<file path="config.mk">
export PLATFORM = sky130hd
export DESIGN_NAME = wgs_div
export DESIGN_NICKNAME = d
export VERILOG_FILES = /design/src/wgs_pkg.sv /design/src/wgs_div.sv
export SDC_FILE = /design/constraint.sdc
export NUM_CORES = 1
export LEC_CHECK = 0
export BUFFER_PORTS_ARGS = -buffer_cell sky130_fd_sc_hd__buf_2
export CAP_MARGIN = 20
export CORE_ASPECT_RATIO = 2
export CORE_MARGIN = 2
export CORE_UTILIZATION = 56
export CTS_CLUSTER_DIAMETER = 100
export CTS_CLUSTER_SIZE = 8
export DETAILED_ROUTE_END_ITERATION = 12
export HOLD_SLACK_MARGIN = 0.08
export PLACE_DENSITY = 0.92
export SLEW_MARGIN = 5
export SYNTH_ARGS = -nofsm -noshare
export SYNTH_HDL_FRONTEND = slang
export SYNTH_SLANG_ARGS = --single-unit
</file>
<file path="constraint.sdc">
create_clock -name clock -period 5.9 [get_ports clock]
set_input_delay 0.295 -clock clock [delete_from_list [all_inputs] [get_ports clock]]
set_output_delay 0.295 -clock clock [all_outputs]
set_load 0.02 [all_outputs]
</file>
<file path="src/wgs_pkg.sv">
`timescale 1ns / 1ps
// Shared types, widths and register codes of the wind grid sampler.
package wgs_pkg;

   localparam int VEL_W     = 32;
   localparam int LANES     = 3;
   localparam int FRAC_W    = 16;
   localparam int SPEED_W   = 31;
   localparam int CSR_IDX_W = 3;
   localparam int NUM_W     = 62;
   localparam int ROOT_W    = 32;
   localparam int RAD_W     = 64;

   localparam logic [VEL_W-1:0]   INV_CELL_RESET  = 32'h0001_0000;
   localparam logic [SPEED_W-1:0] MAX_SPEED_RESET = 31'd65536000;

   typedef logic signed [VEL_W-1:0]    vel_type;
   typedef logic [LANES-1:0][VEL_W-1:0] cell_type;
   typedef logic [NUM_W-1:0]           num_type;

   typedef enum logic [CSR_IDX_W-1:0] {
      CSR_CENTER_X  = 3'd0,
      CSR_CENTER_Y  = 3'd1,
      CSR_CENTER_Z  = 3'd2,
      CSR_INV_CELL  = 3'd3,
      CSR_MAX_SPEED = 3'd4
   } csr_reg_type;

endpackage

</file>
<file path="src/wgs_div.sv">
`timescale 1ns / 1ps
// Three-lane restoring divider, one quotient bit per lane per cycle.
module wgs_div (
   input  logic                        clock,
   input  logic                        reset,
   input  logic                        start,
   input  wgs_pkg::num_type            num [wgs_pkg::LANES],
   input  logic [wgs_pkg::ROOT_W-1:0]  den,
   output logic                        done,
   output logic [wgs_pkg::ROOT_W-1:0]  quo [wgs_pkg::LANES]
);
   import wgs_pkg::*;

   localparam int CNT_W = $clog2(ROOT_W);

   logic [ROOT_W-1:0] rem_ff [LANES];
   logic [ROOT_W-1:0] rem_in [LANES];
   logic [ROOT_W-1:0] nq_ff  [LANES];
   logic [ROOT_W-1:0] nq_in  [LANES];
   logic [ROOT_W:0]   part   [LANES];
   logic [ROOT_W-1:0] den_ff;
   logic [CNT_W-1:0]  cnt_ff, cnt_in;
   logic              run_ff, run_in;
   logic              done_ff, done_in;

   always_comb begin
      run_in  = run_ff;
      cnt_in  = cnt_ff;
      done_in = 1'b0;
      for (int c = 0; c < LANES; c++) begin
         rem_in[c] = rem_ff[c];
         nq_in[c]  = nq_ff[c];
         part[c]   = {rem_ff[c], nq_ff[c][ROOT_W-1]};
      end
      if (start) begin
         run_in = 1'b1;
         cnt_in = '0;
         // quotient stays below 2^32, so the top part starts below the divisor
         for (int c = 0; c < LANES; c++) begin
            rem_in[c] = ROOT_W'(num[c][NUM_W-1:ROOT_W]);
            nq_in[c]  = num[c][ROOT_W-1:0];
         end
      end else if (run_ff) begin
         for (int c = 0; c < LANES; c++) begin
            if (part[c] >= {1'b0, den_ff}) begin
               rem_in[c] = ROOT_W'(part[c] - {1'b0, den_ff});
               nq_in[c]  = {nq_ff[c][ROOT_W-2:0], 1'b1};
            end else begin
               rem_in[c] = part[c][ROOT_W-1:0];
               nq_in[c]  = {nq_ff[c][ROOT_W-2:0], 1'b0};
            end
         end
         cnt_in = cnt_ff + 1'b1;
         if (cnt_ff == CNT_W'(ROOT_W-1)) begin
            run_in  = 1'b0;
            done_in = 1'b1;
         end
      end
   end

   always_ff @(posedge clock) begin
      if (reset) begin
         run_ff  <= 1'b0;
         done_ff <= 1'b0;
         cnt_ff  <= '0;
      end else begin
         run_ff  <= run_in;
         done_ff <= done_in;
         cnt_ff  <= cnt_in;
      end
   end

   always_ff @(posedge clock) begin
      if (start) begin
         den_ff <= den;
      end
      for (int c = 0; c < LANES; c++) begin
         rem_ff[c] <= rem_in[c];
         nq_ff[c]  <= nq_in[c];
      end
   end

   assign done = done_ff;
   always_comb begin
      for (int c = 0; c < LANES; c++) begin
         quo[c] = nq_ff[c];
      end
   end

endmodule

</file>
==> reports/metrics.cfg <==
[worst_setup_path]
cp_cell_sequence = inv_1, ha_1, nor2b_1, o21ai_1, a21boi_1, o31ai_1, a211o_1, a211o_1, a22o_2, nand2b_1, o21ai_0
endpoint_kind = flop
crit_path_frequent_cell = a211o_1
cp_data_arrival_time_ns = 4.26
startpoint_type = flop
cp_slowest_stage_delay_ns = 0.86
path_max_fanout = 52
slowest_stage = a22o_2
crit_required_ns = 6.17
critPathKind = flop to flop

[yosys]
synth_nets = 1813
ys_seq_area_share_pct = 44.2
synthCells = 1491
avgSynthCellArea_um2 = 10.3
synth.top_cell.area_share_pct = 42.5
syn_area_um2 = 15400
synth_edf_count = 218
yosys_warnings = 0
ys_ff_latch = 231
yosys.area.top_type = edfxtp_1
synthFlopType = edfxtp_1
synth_area_leaders = edfxtp_1, ha_1, mux2_2
async_flop_share_pct = 0
synth.distinct_cells = 83

[pwr]
ir_drop_mv = 0.288
p_leak_nw = 8.41
powerDensity_nw_per_um2 = 307

[final_layout]
drive_above_1_share_pct = 25.2
syn_to_final_growth_pct = 27.0
num-fill-cells = 1915
layout.nets = 2243

[floorplanning]
io_pins = 318
start_util_pct = 57.0
die_w_um = 121
core_um2 = 27000
die_h_um = 239
core.rowCount = 85
dieArea_um2 = 28900

[route]
met3_length_mm = 3.68
ant_nets = 0
vias = 14300
highest_layer = met5
drc = 0
vias_per_cell = 6.25
firstDrtPassIters = 6
drt-met1-wl_mm = 17.4
wl_met2_mm = 26.5
wl_mm = 53.3
drtIter0Drc = 1065
wl_per_cell_um = 23.3

[sta]
hold_ws_ns = 0.0738
setup_viol = 0
rsz0062_at_grt = false
slew_violations = 0
fin_skew_ns = 0.0238
finalCriticalPeriod_ns = 3.99
period_share_pct = 67.6
hold_violations = 0
tightest_slew_ns = 1.08
setup-tns-final_ns = 0
max-slew-margin-rel_pct = 27.9
fmax_mhz = 251

[run_status]
status = finished clean

[clocking]
cts_tree = built
numCtsBuffers = 34
postCtsSetupRepairBufs = 0
h-tree-depth = 2
clkSlewWorstSetupHoldPaths_ns = 0.06
root_buffer = clkbuf_16
cts.sinks = 231
clk_path_buf_depth = 3
insertion_delay_ns = 0.54

[global_route]
antenna_found_initial = 2
grt_max_degree = 103
track_usage_pct = 36.3
grt-ovfl-total = 0
first_global_vias = 14800
grt_pass1_wl_mm = 80.0

[placement]
numPortBuffers = 317
gp_congestion = 1.03
dp_hpwl_mm = 36.3

[min_path]
hold_path_class = primary input to flop

[job]
max-cap-violations = 0

[Yosys cell counts, drive strengths merged (8+ instances only)]
cell / count
a21o: 57
a21oi: 113
a31oi: 8
a32oi: 11
and3: 10
buf: 24
clkbuf: 46
dfxtp: 13
edfxtp: 218
ha: 98
inv: 63
mux2: 96
mux2i: 32
nand2: 160
nand2b: 16
nand3: 60
nand4: 16
nor2: 70
nor2b: 16
nor3: 20
o21ai: 130
o21bai: 8
o311ai: 21
o31ai: 9
xnor2: 49
xor2: 28
[worst max-delay path, delay by kind of cell (launching register included)]
kind	cells	cell delay, ns
buffers and inverters	1	0.16
DFF	1	0.49
AOI/OAI and AO/OA	7	2.32
adders and majority gates	1	0.25
and+or+nand+nor	2	0.50
[cell type report]
cell class	count	area, um^2	area share (%)
inverters	63	241	1.23
flip-flops and latches	231	6810	34.8
diodes	1	2.50	0.0128
repair buffers	464	3060	15.6
multi-input cells	1127	8050	41.1
clock buffers	53	943	4.82
clock inverters	2	28.8	0.147
well taps	348	435	2.23
[state kept, by name (all words and copies together), names as in the netlist]
signal  cells
nq_ff      96
rem_ff     96
den_ff     32
cnt_ff      5
done        1
run_ff      1
[power by group]
part	internal, mW	switching (mW)
combinational	0.813	1.17
clock	1.10	0.783
sequential	2.02	0.127
total	3.93	2.08
[logic make-up after synthesis]
family	Yosys count	synth area share [%]
compound gates	421	18.1
xor+xnor	77	4.38
fa+ha+maj	101	8.35
buf+inv	133	3.69
flops	231	44.2
mux	128	9.09
simple gates	400	12.2
[layout by cell type, fill, tap and decap left out, types with 34 or more instances in the layout]
cell           count
xnor2_1           49
buf_2            316
o21ai_0           96
o21ai_1           34
nand3_1           59
dlygate4sd3_1    137
a21oi_1          112
a21o_1            57
ha_1              98
mux2_2            96
nand2_1          158
edfxtp_1         218
nor2_1            68
inv_1             62
clkbuf_16         35
[metrics by stage]
step	utilization (%)	instance area, um^2	std cells	setup WS, ns	total power [mW]
floorplan	-	15400	1491	0.782	3.50
global placement	63.6	17200	2095	1.96	3.95
detailed placement	63.6	17200	2095	1.83	4.00
CTS	72.3	19500	2287	1.81	5.93
global route	72.4	19600	2289	1.65	6.22
finish	72.4	19600	2289	1.91	6.01
[worst paths after layout]
| check | from | end | slack, ns | cells past startpoint |
|---|---|---|---|---|
| setup / recovery | den_ff[1] | rem_ff[0][23] | 1.91 | 11 |
| hold / removal | num[109] | rem_ff[0][47] | 0.07 | 3 |
| setup reg to reg | den_ff[1] | rem_ff[0][23] | 1.91 | 11 |
| hold reg to reg | rem_ff[0][30] | rem_ff[0][30] | 0.51 | 2 |
[per-layer routing]
layer	vias up	GRT usage, %
met3	278	7.20
met4	2	33.4
met5	-	0
met2	832	62.6
li1	6474	-
met1	6715	35.7
[repair_timing]
item / CTS / global route
resized for setup: 0 / 0
hold endpoints to repair: 143 / 0
hold buffers: 137 / 0
No activity file was read; power rests on OpenSTA's default activity.
