File: src/wgs_pkg.sv
`timescale 1ns / 1ps
// Shared types, widths and register codes of the wind grid sampler.
package wgs_pkg;

   localparam int VEL_W     = 32;
   localparam int LANES     = 3;
   localparam int FRAC_W    = 16;
   localparam int SPEED_W   = 31;
   localparam int CSR_IDX_W = 3;
   localparam int NUM_W     = 62;
   localparam int ROOT_W    = 32;
   localparam int RAD_W     = 64;

   localparam logic [VEL_W-1:0]   INV_CELL_RESET  = 32'h0001_0000;
   localparam logic [SPEED_W-1:0] MAX_SPEED_RESET = 31'd65536000;

   typedef logic signed [VEL_W-1:0]    vel_type;
   typedef logic [LANES-1:0][VEL_W-1:0] cell_type;
   typedef logic [NUM_W-1:0]           num_type;

   typedef enum logic [CSR_IDX_W-1:0] {
      CSR_CENTER_X  = 3'd0,
      CSR_CENTER_Y  = 3'd1,
      CSR_CENTER_Z  = 3'd2,
      CSR_INV_CELL  = 3'd3,
      CSR_MAX_SPEED = 3'd4
   } csr_reg_type;

endpackage

File: src/wgs_isqrt.sv
`timescale 1ns / 1ps
// Integer square root of a 64-bit value, two radicand bits per cycle.
module wgs_isqrt (
   input  logic                        clock,
   input  logic                        reset,
   input  logic                        start,
   input  logic [wgs_pkg::RAD_W-1:0]   radicand,
   output logic                        done,
   output logic [wgs_pkg::ROOT_W-1:0]  root
);
   import wgs_pkg::*;

   logic [RAD_W-1:0] rem_ff, rem_in;
   logic [RAD_W-1:0] res_ff, res_in;
   logic [RAD_W-1:0] bit_ff, bit_in;
   logic             run_ff, run_in;
   logic             done_ff, done_in;
   logic [RAD_W-1:0] trial;

   assign trial = res_ff + bit_ff;

   always_comb begin
      rem_in  = rem_ff;
      res_in  = res_ff;
      bit_in  = bit_ff;
      run_in  = run_ff;
      done_in = 1'b0;
      if (start) begin
         rem_in = radicand;
         res_in = '0;
         bit_in = {2'b01, {(RAD_W-2){1'b0}}};
         run_in = 1'b1;
      end else if (run_ff) begin
         if (rem_ff >= trial) begin
            rem_in = rem_ff - trial;
            res_in = (res_ff >> 1) + bit_ff;
         end else begin
            res_in = res_ff >> 1;
         end
         bit_in = bit_ff >> 2;
         // last radicand pair consumed
         if (bit_ff[0]) begin
            run_in  = 1'b0;
            done_in = 1'b1;
         end
      end
   end

   always_ff @(posedge clock) begin
      if (reset) begin
         run_ff  <= 1'b0;
         done_ff <= 1'b0;
      end else begin
         run_ff  <= run_in;
         done_ff <= done_in;
      end
   end

   always_ff @(posedge clock) begin
      rem_ff <= rem_in;
      res_ff <= res_in;
      bit_ff <= bit_in;
   end

   assign done = done_ff;
   assign root = res_ff[ROOT_W-1:0];

endmodule

File: config.mk
export PLATFORM = sky130hd
export DESIGN_NAME = wgs_isqrt
export DESIGN_NICKNAME = d
export VERILOG_FILES = /design/src/wgs_pkg.sv /design/src/wgs_isqrt.sv
export SDC_FILE = /design/constraint.sdc
export NUM_CORES = 1
export LEC_CHECK = 0
export ABC_AREA = 1
export BUFFER_PORTS_ARGS = -buffer_cell sky130_fd_sc_hd__buf_4
export CAP_MARGIN = 20
export CELL_PAD_IN_SITES_DETAIL_PLACEMENT = 0
export CELL_PAD_IN_SITES_GLOBAL_PLACEMENT = 1
export CORE_MARGIN = 5
export CORE_UTILIZATION = 47
export CTS_CLUSTER_SIZE = 30
export DETAILED_ROUTE_END_ITERATION = 16
export GPL_TIMING_DRIVEN = 0
export HOLD_SLACK_MARGIN = 0.1
export PLACE_DENSITY_LB_ADDON = 0.1
export RECOVER_POWER = 50
export SYNTH_ARGS = -nofsm -noshare
export SYNTH_HDL_FRONTEND = slang
export SYNTH_SLANG_ARGS = --single-unit
File: constraint.sdc
create_clock -name clock -period 16.9 [get_ports clock]
set_clock_uncertainty 0.2 [all_clocks]
set_input_delay 1.69 -clock clock [delete_from_list [all_inputs] [get_ports clock]]
set_output_delay 1.69 -clock clock [all_outputs]
set_load 0.05 [all_outputs]
==> run_results.csv, run 1 <==
group,metric,value,unit
run_status,status,"finished, final reports clean",
power_and_ir_drop,p_comb_share,69.6,%
critical_path,slowest_stage,"o21ai_0",
sta,final.min_clock_period,6090,ps
clocking,worstSkewPairLatency,470,ps
yosys,synth_fp_nets,3788,
critical_path,crit_path_end_kind,"register",
sta,fin_setup_tns,0,ps
clocking,post_cts_buffers,0,
clocking,ctsResizeCount,0,
grt,antenna_found_initial,0,
clocking,cts_buffer_depth,2,
sta,rsz0062_at_grt,"no",
yosys,synth_seq_area_share,19.3,%
power_and_ir_drop,switching_share,55.5,%
yosys,synthTopCellsByArea,"nand2_1 23%, dfxtp_1 9.7%, edfxtp_1 9.5%",
yosys,yosysWarnings,0,
grt,grt_pass1_wl,128000,um
clocking,htreeDepth,4,
grt,overflow,0,
power_and_ir_drop,p_switching,1.94,mW
critical_path,worstPathArrival,6020,ps
power_and_ir_drop,p_int,1.55,mW
placement,hpwl,72300,um
yosys,synthesis.area,20100,um2
placement,io_buffers,98,
die,boundaryPins,100,
layout,mostFrequentLayoutCell,"nand2_1",
layout,regArea,3880,um2
die,core,42100,um2
yosys,ys_types,44,
clocking,clock-sinks,162,
layout,n_antenna_cell,0,
die,die_area,47100,um2
route,vias_per_cell,5.54,
route,drc,0,
placement,place.gp.congestion,1.03,
critical_path,startpoint_type,"register",
layout,fin_nets,3907,
grt,track_usage,35.4,%
job,maxCapViolations,0,
placement,dpl_cell_area,21600,um2
die,initial_core_util,47.8,%
clocking,cts_root_buf,"clkbuf_16",
clocking,cts.hold.buffers_added,0,
clocking,cts_buffers,17,
layout,drive_above_1_share,5.64,%
power_and_ir_drop,power.density,159,nW/um2
sta,finalCritPeriodShare,36.0,%
die,fp-row-count,75,
sta,worst_hold_slack,337,ps
clocking,clk_pin_slew,70,ps
yosys,synth_top_cell_by_area,"nand2_1",
route,drt_iter0_markers,2481,
layout,syn_to_final_growth,9.31,%
layout,fin_area,22000,um2
critical_path,max_stage_delay,660,ps
yosys,synth_seq_cells,162,
route,drt-total-wl,86000,um
grt,grt_pass1_vias,23100,
route,ant_nets,0,
critical_path,crit_path_cell_trace,"ha_1, nand2_1, o21ai_0, nor2_1, nand2_1, o21ai_0, o21ai_0, nand2_1, nand2_1, nand3_1, nand2_1, xnor2_1, ha_1, nand2_1, nor2_1, nand2_1, nor3_2, nand2_2, nand2_2, nand2_2, buf_2, nand2_4, buf_16",
power_and_ir_drop,pwr-share-seq,19.4,%
clocking,cts_tree,"yes",
sta,finalHoldViolCount,0,
power_and_ir_drop,peakVddDrop,0.102,mV
yosys,synth.top_cell.area_share,22.8,%
sta,setup_viol,0,
critical_path,crit_top_cell,"nand2_1",
layout,final_cell_mix,"1225 x nand2_1, 489 x inv_1, 452 x nor2_1",
min_path,hold_path.class,"register to register",
sta,fmax,0.164,GHz
die,fp.dieH,217,um
critical_path,path_max_fanout,54,
critical_path,critical_path_class,"register to register",
yosys,synthCells,3590,
yosys,avgSynthCellArea,5.61,um2
route,post_drt_wl_per_cell,20.2,um
die,die_x,217,um
layout,multi_input_area,13700,um2
critical_path,crit_required,16830,ps
route,via_count,23600,
sta,max-slew-margin-rel,24.3,%
layout,fill_cells,4617,
power_and_ir_drop,p_clk_share,11.0,%
route,dr.pass1.iters,6,
sta,worst_slew_pin_slew,1140,ps
grt,grt_max_degree,55,
sta,drv_slew,0,
power_and_ir_drop,p_leak,10.2,nW
## worst max-delay path: cells and delay by family (launching register included)
kind	cells	cell delay [ps]
fa+ha+maj	2	830
simple gates	15	2360
buf+inv	2	560
compound gates	3	1200
xor+xnor	1	120
flops	1	380
## power groups by stage
stage	registers (mW)	clock network, mW	logic [mW]
final	0.679	0.382	2.43
after global routing	0.688	0.398	2.67
after CTS	0.671	0.383	2.39
after detailed placement	0.679	0	2.37
after global placement	0.677	0	2.34
after floorplan	0.629	0	1.72
## flip-flops by register name, indices dropped and copies added (netlist names)
signal	count
rem_ff	64
run_ff	1
res_ff	64
bit_ff	32
done	1
## synth_stat cells, drive strengths merged
cell type  number
xor2           49
o211ai          3
edfxtp         64
fa              1
or2            16
ha            130
o21a            5
nor3           44
o21bai         24
nand3b         31
dfxtp          98
a211oi          6
nor4            6
clkbuf         46
nand3         292
a21o           12
o21ai         176
o31ai           1
a31oi          13
nand2        1230
a21boi          1
inv           493
and3            1
clkinv          1
xnor2          52
and2            3
o311ai          2
buf            73
nor2          456
nand4          34
a21oi         227
## cells by family after synthesis
group,Yosys count,share of synthesized area (%)
and+or+nand+nor,2113,43.0
buffers and inverters,613,12.5
AOI/OAI and AO/OA,470,12.7
DFF,162,19.3
adders and majority gates,131,8.18
xor gates and xnor gates,101,4.39
## routing by layer
layer / vias to the layer above / track usage [%] / part of all wire [%]
met4: 0 / 22.9 / 7.7
met3: 246 / 3.45 / 6.6
met5: - / 0 / 0
li1: 11700 / - / -
met1: 10700 / 42.6 / 40
met2: 1005 / 60.4 / 46
## per-stage QoR
step                      cells  power, mW  worst slack, ps  util, %
after global routing       4261       3.76            10520     52.2
after floorplan            3590       2.35            11610        -
after detailed placement   4229       3.05            11280     51.2
after global placement     4227       3.02             9370     51.1
after CTS                  4261       3.44            11270     52.5
final                      4261       3.49            10810     52.2
## final cells by class
class	count	share of cell area [%]
sequential	162	17.7
tap	539	3.07
clock inverter	13	0.461
inverter	494	8.43
buffer	119	2.92
clock buffer	19	2.01
multi-input combinational	2815	62.4
timing repair buffer	100	3.04
## worst paths after layout
check	from	endpoint	slack (ps)	cells after the start
setup / recovery	bit_ff[10]$_SDFFE_PP0P_	rem_ff[4]$_DFFE_PP_	10810	23
hold / removal	bit_ff[48]$_SDFFE_PP0P_	bit_ff[46]$_SDFFE_PP0P_	340	2
hold reg to reg	bit_ff[48]$_SDFFE_PP0P_	bit_ff[46]$_SDFFE_PP0P_	340	2
setup reg to reg	bit_ff[10]$_SDFFE_PP0P_	rem_ff[4]$_DFFE_PP_	10810	23
Note: power is estimated with default switching activity, not from simulation.
==> run 2: changes to the inputs <==
Settings changed: CORE_UTILIZATION 47 to 40.
Clock period 16.9 ns to 4.9 ns, I/O delays scaled along.
==> run 2 against run 1 <==
Worst setup slack worse by 11000 ps. Critical endpoint unchanged. Sequential power rose to 3.5 times the previous value. Global-route usage down 2.2 points. Final area up 6.4%. Fmax up 27%. Highest routed layer is now met5.
==> run_results.csv, run 2 (synthesis results as in run 1) <==
group,metric,value,unit
placement,hpwl,77700,um
clocking,cts_tree,"yes",
die,boundaryPins,100,
clocking,worstSkewPairLatency,480,ps
clocking,cts_buffer_depth,2,
grt,grt_max_degree,25,
grt,track_usage,33.2,%
layout,final_core_util,46.9,%
route,drt_iter0_markers,1775,
clocking,htreeDepth,4,
sta,fmax,0.208,GHz
job,maxCapViolations,0,
power_and_ir_drop,power.density,547,nW/um2
die,fp.dieH,234,um
power_and_ir_drop,p_leak,10.6,nW
placement,place.gp.congestion,0.988,
route,ant_nets,0,
critical_path,startpoint_type,"register",
layout,reg_top3,"rem_ff: 64 flops, res_ff: 64 flops, bit_ff: 32 flops",
die,fp-row-count,82,
min_path,hold_path.class,"input port to register",
route,vias_per_cell,5.33,
die,initial_core_util,40.3,%
placement,pre_cts_ws,-994,ps
critical_path,worstPathArrival,4840,ps
clocking,clock-sinks,162,
critical_path,critical_path_class,"register to register",
clocking,cts_buffers,17,
sta,finalCritPeriodShare,98.1,%
route,post_drt_wl_per_cell,21.1,um
clocking,cts_root_buf,"clkbuf_16",
critical_path,r2r_setup_slack,90,ps
critical_path,path_max_fanout,12,
critical_path,crit_path_end_kind,"register",
route,drt-total-wl,93700,um
sta,setup_viol,0,
route,via_count,23700,
sta,final.min_clock_period,4810,ps
placement,io_buffers,98,
layout,fill_cells,5565,
layout,drive_above_1_share,9.00,%
sta,layout_setup_ws,94.8,ps
layout,mostFrequentLayoutCell,"nand2_1",
grt,antenna_found_initial,2,
layout,fin_nets,3964,
grt,overflow,0,
sta,worst_slew_pin_slew,1210,ps
sta,drv_slew,0,
layout,syn_to_final_growth,16.3,%
critical_path,crit_required,4930,ps
die,die_area,54900,um2
layout,n_antenna_cell,0,
clocking,clk_pin_slew,80,ps
sta,max-slew-margin-rel,19.5,%
layout,final_cells,4451,
power_and_ir_drop,peakVddDrop,0.345,mV
route,drc,0,
die,core,50000,um2
sta,finalHoldViolCount,0,
die,die_x,234,um
grt,grt_pass1_wl,136000,um
layout,final_cell_mix,"1208 x nand2_1, 487 x inv_1, 444 x nor2_1",
placement,dp_cells,4362,
run_status,status,"finished, final reports clean",
grt,grt_pass1_vias,23100,
route,dr.pass1.iters,5,
-- run 2: changes by cell type in the layout (fill, tap and decap cells not counted), sizes merged --
cell / previous run / this run
nand2: 1230 / 1231
bufinv: 0 / 2
clkbuf: 99 / 100
buf: 139 / 160
dlygate4sd3: 0 / 32
inv: 498 / 503
clkinvlp: 1 / 0
clkinv: 8 / 4
-- run 2: cell type report --
cell class / count / area [um2] / share of cell area, %
flip-flops and latches: 162 / 3900 / 16.6
well taps: 672 / 841 / 3.59
repair buffers: 156 / 1250 / 5.32
plain buffers: 119 / 672 / 2.87
multi-input cells: 2816 / 14300 / 61.0
clock inverters: 15 / 206 / 0.882
clock buffers: 17 / 425 / 1.82
inverters: 494 / 1850 / 7.92
-- run 2: where the power goes --
| part | total, mW | switching, mW | internal, mW |
|---|---|---|---|
| clock | 1.51 | 0.725 | 0.789 |
| combinational | 8.92 | 5.88 | 3.04 |
| sequential | 2.37 | 0.428 | 1.94 |
-- run 2: path summary, 6_finish.rpt --
path / startpoint / end / depth (start not counted)
max reg2reg: res_ff[12]$_SDFFE_PP0P_ / rem_ff[4]$_DFFE_PP_ / 26
max: res_ff[12]$_SDFFE_PP0P_ / rem_ff[4]$_DFFE_PP_ / 26
min reg2reg: res_ff[0]$_SDFFE_PP0P_ / res_ff[0]$_SDFFE_PP0P_ / 2
min: radicand[15] / rem_ff[15]$_DFFE_PP_ / 3
-- run 2: critical path: stages, from the launching register on --
cell and delay, ps:
dfxtp_1 450, ha_4 260, nand2_1 150, o21ai_2 120
nand2_1 60, o21ai_0 110, or2_2 330, nand2_1 80
nand2_2 110, nand3_1 110, nand2_2 110, nand2_1 150
nand2_1 70, nand2_1 60, nand2_1 110, ha_1 360
inv_1 180, nor3_4 60, buf_4 140, a21oi_2 170
nand2_1 120, a21oi_4 270, nand2_4 100, nand2_4 120
buf_8 180, nand2_8 130, buf_16 200
-- run 2: stage by stage --
| stage | instance area (um2) | total power [mW] | TNS [ps] | hold WS [ps] |
|---|---|---|---|---|
| floorplan | 20100 | 8.09 | 0 | 263 |
| global placement | 21700 | 10.6 | -147300 | 286 |
| detailed placement | 21800 | 10.7 | -86320 | 285 |
| CTS | 23200 | 12.5 | 0 | 100 |
| global route | 23400 | 13.8 | -197 | 112 |
| finish | 23400 | 12.8 | 0 | 107 |
-- run 2: routing by layer --
| layer | global-route usage (%) | routed length (um) |
|---|---|---|
| met5 | 0 | 8 |
| met4 | 16.4 | 5100 |
| met3 | 2.66 | 4730 |
| met2 | 59.1 | 45800 |
| met1 | 40.3 | 38100 |
-- run 2: what timing repair did --
item | 4_1_cts | 5_1_grt
buffers inserted | 17 | 3
cloned | 2 | 3
pin swaps | 18 | 12
endpoints found under the setup margin | 139 | 137
endpoints found under the hold margin | 33 | 0
resized for setup | 92 | 83
hold buffers | 32 | 0
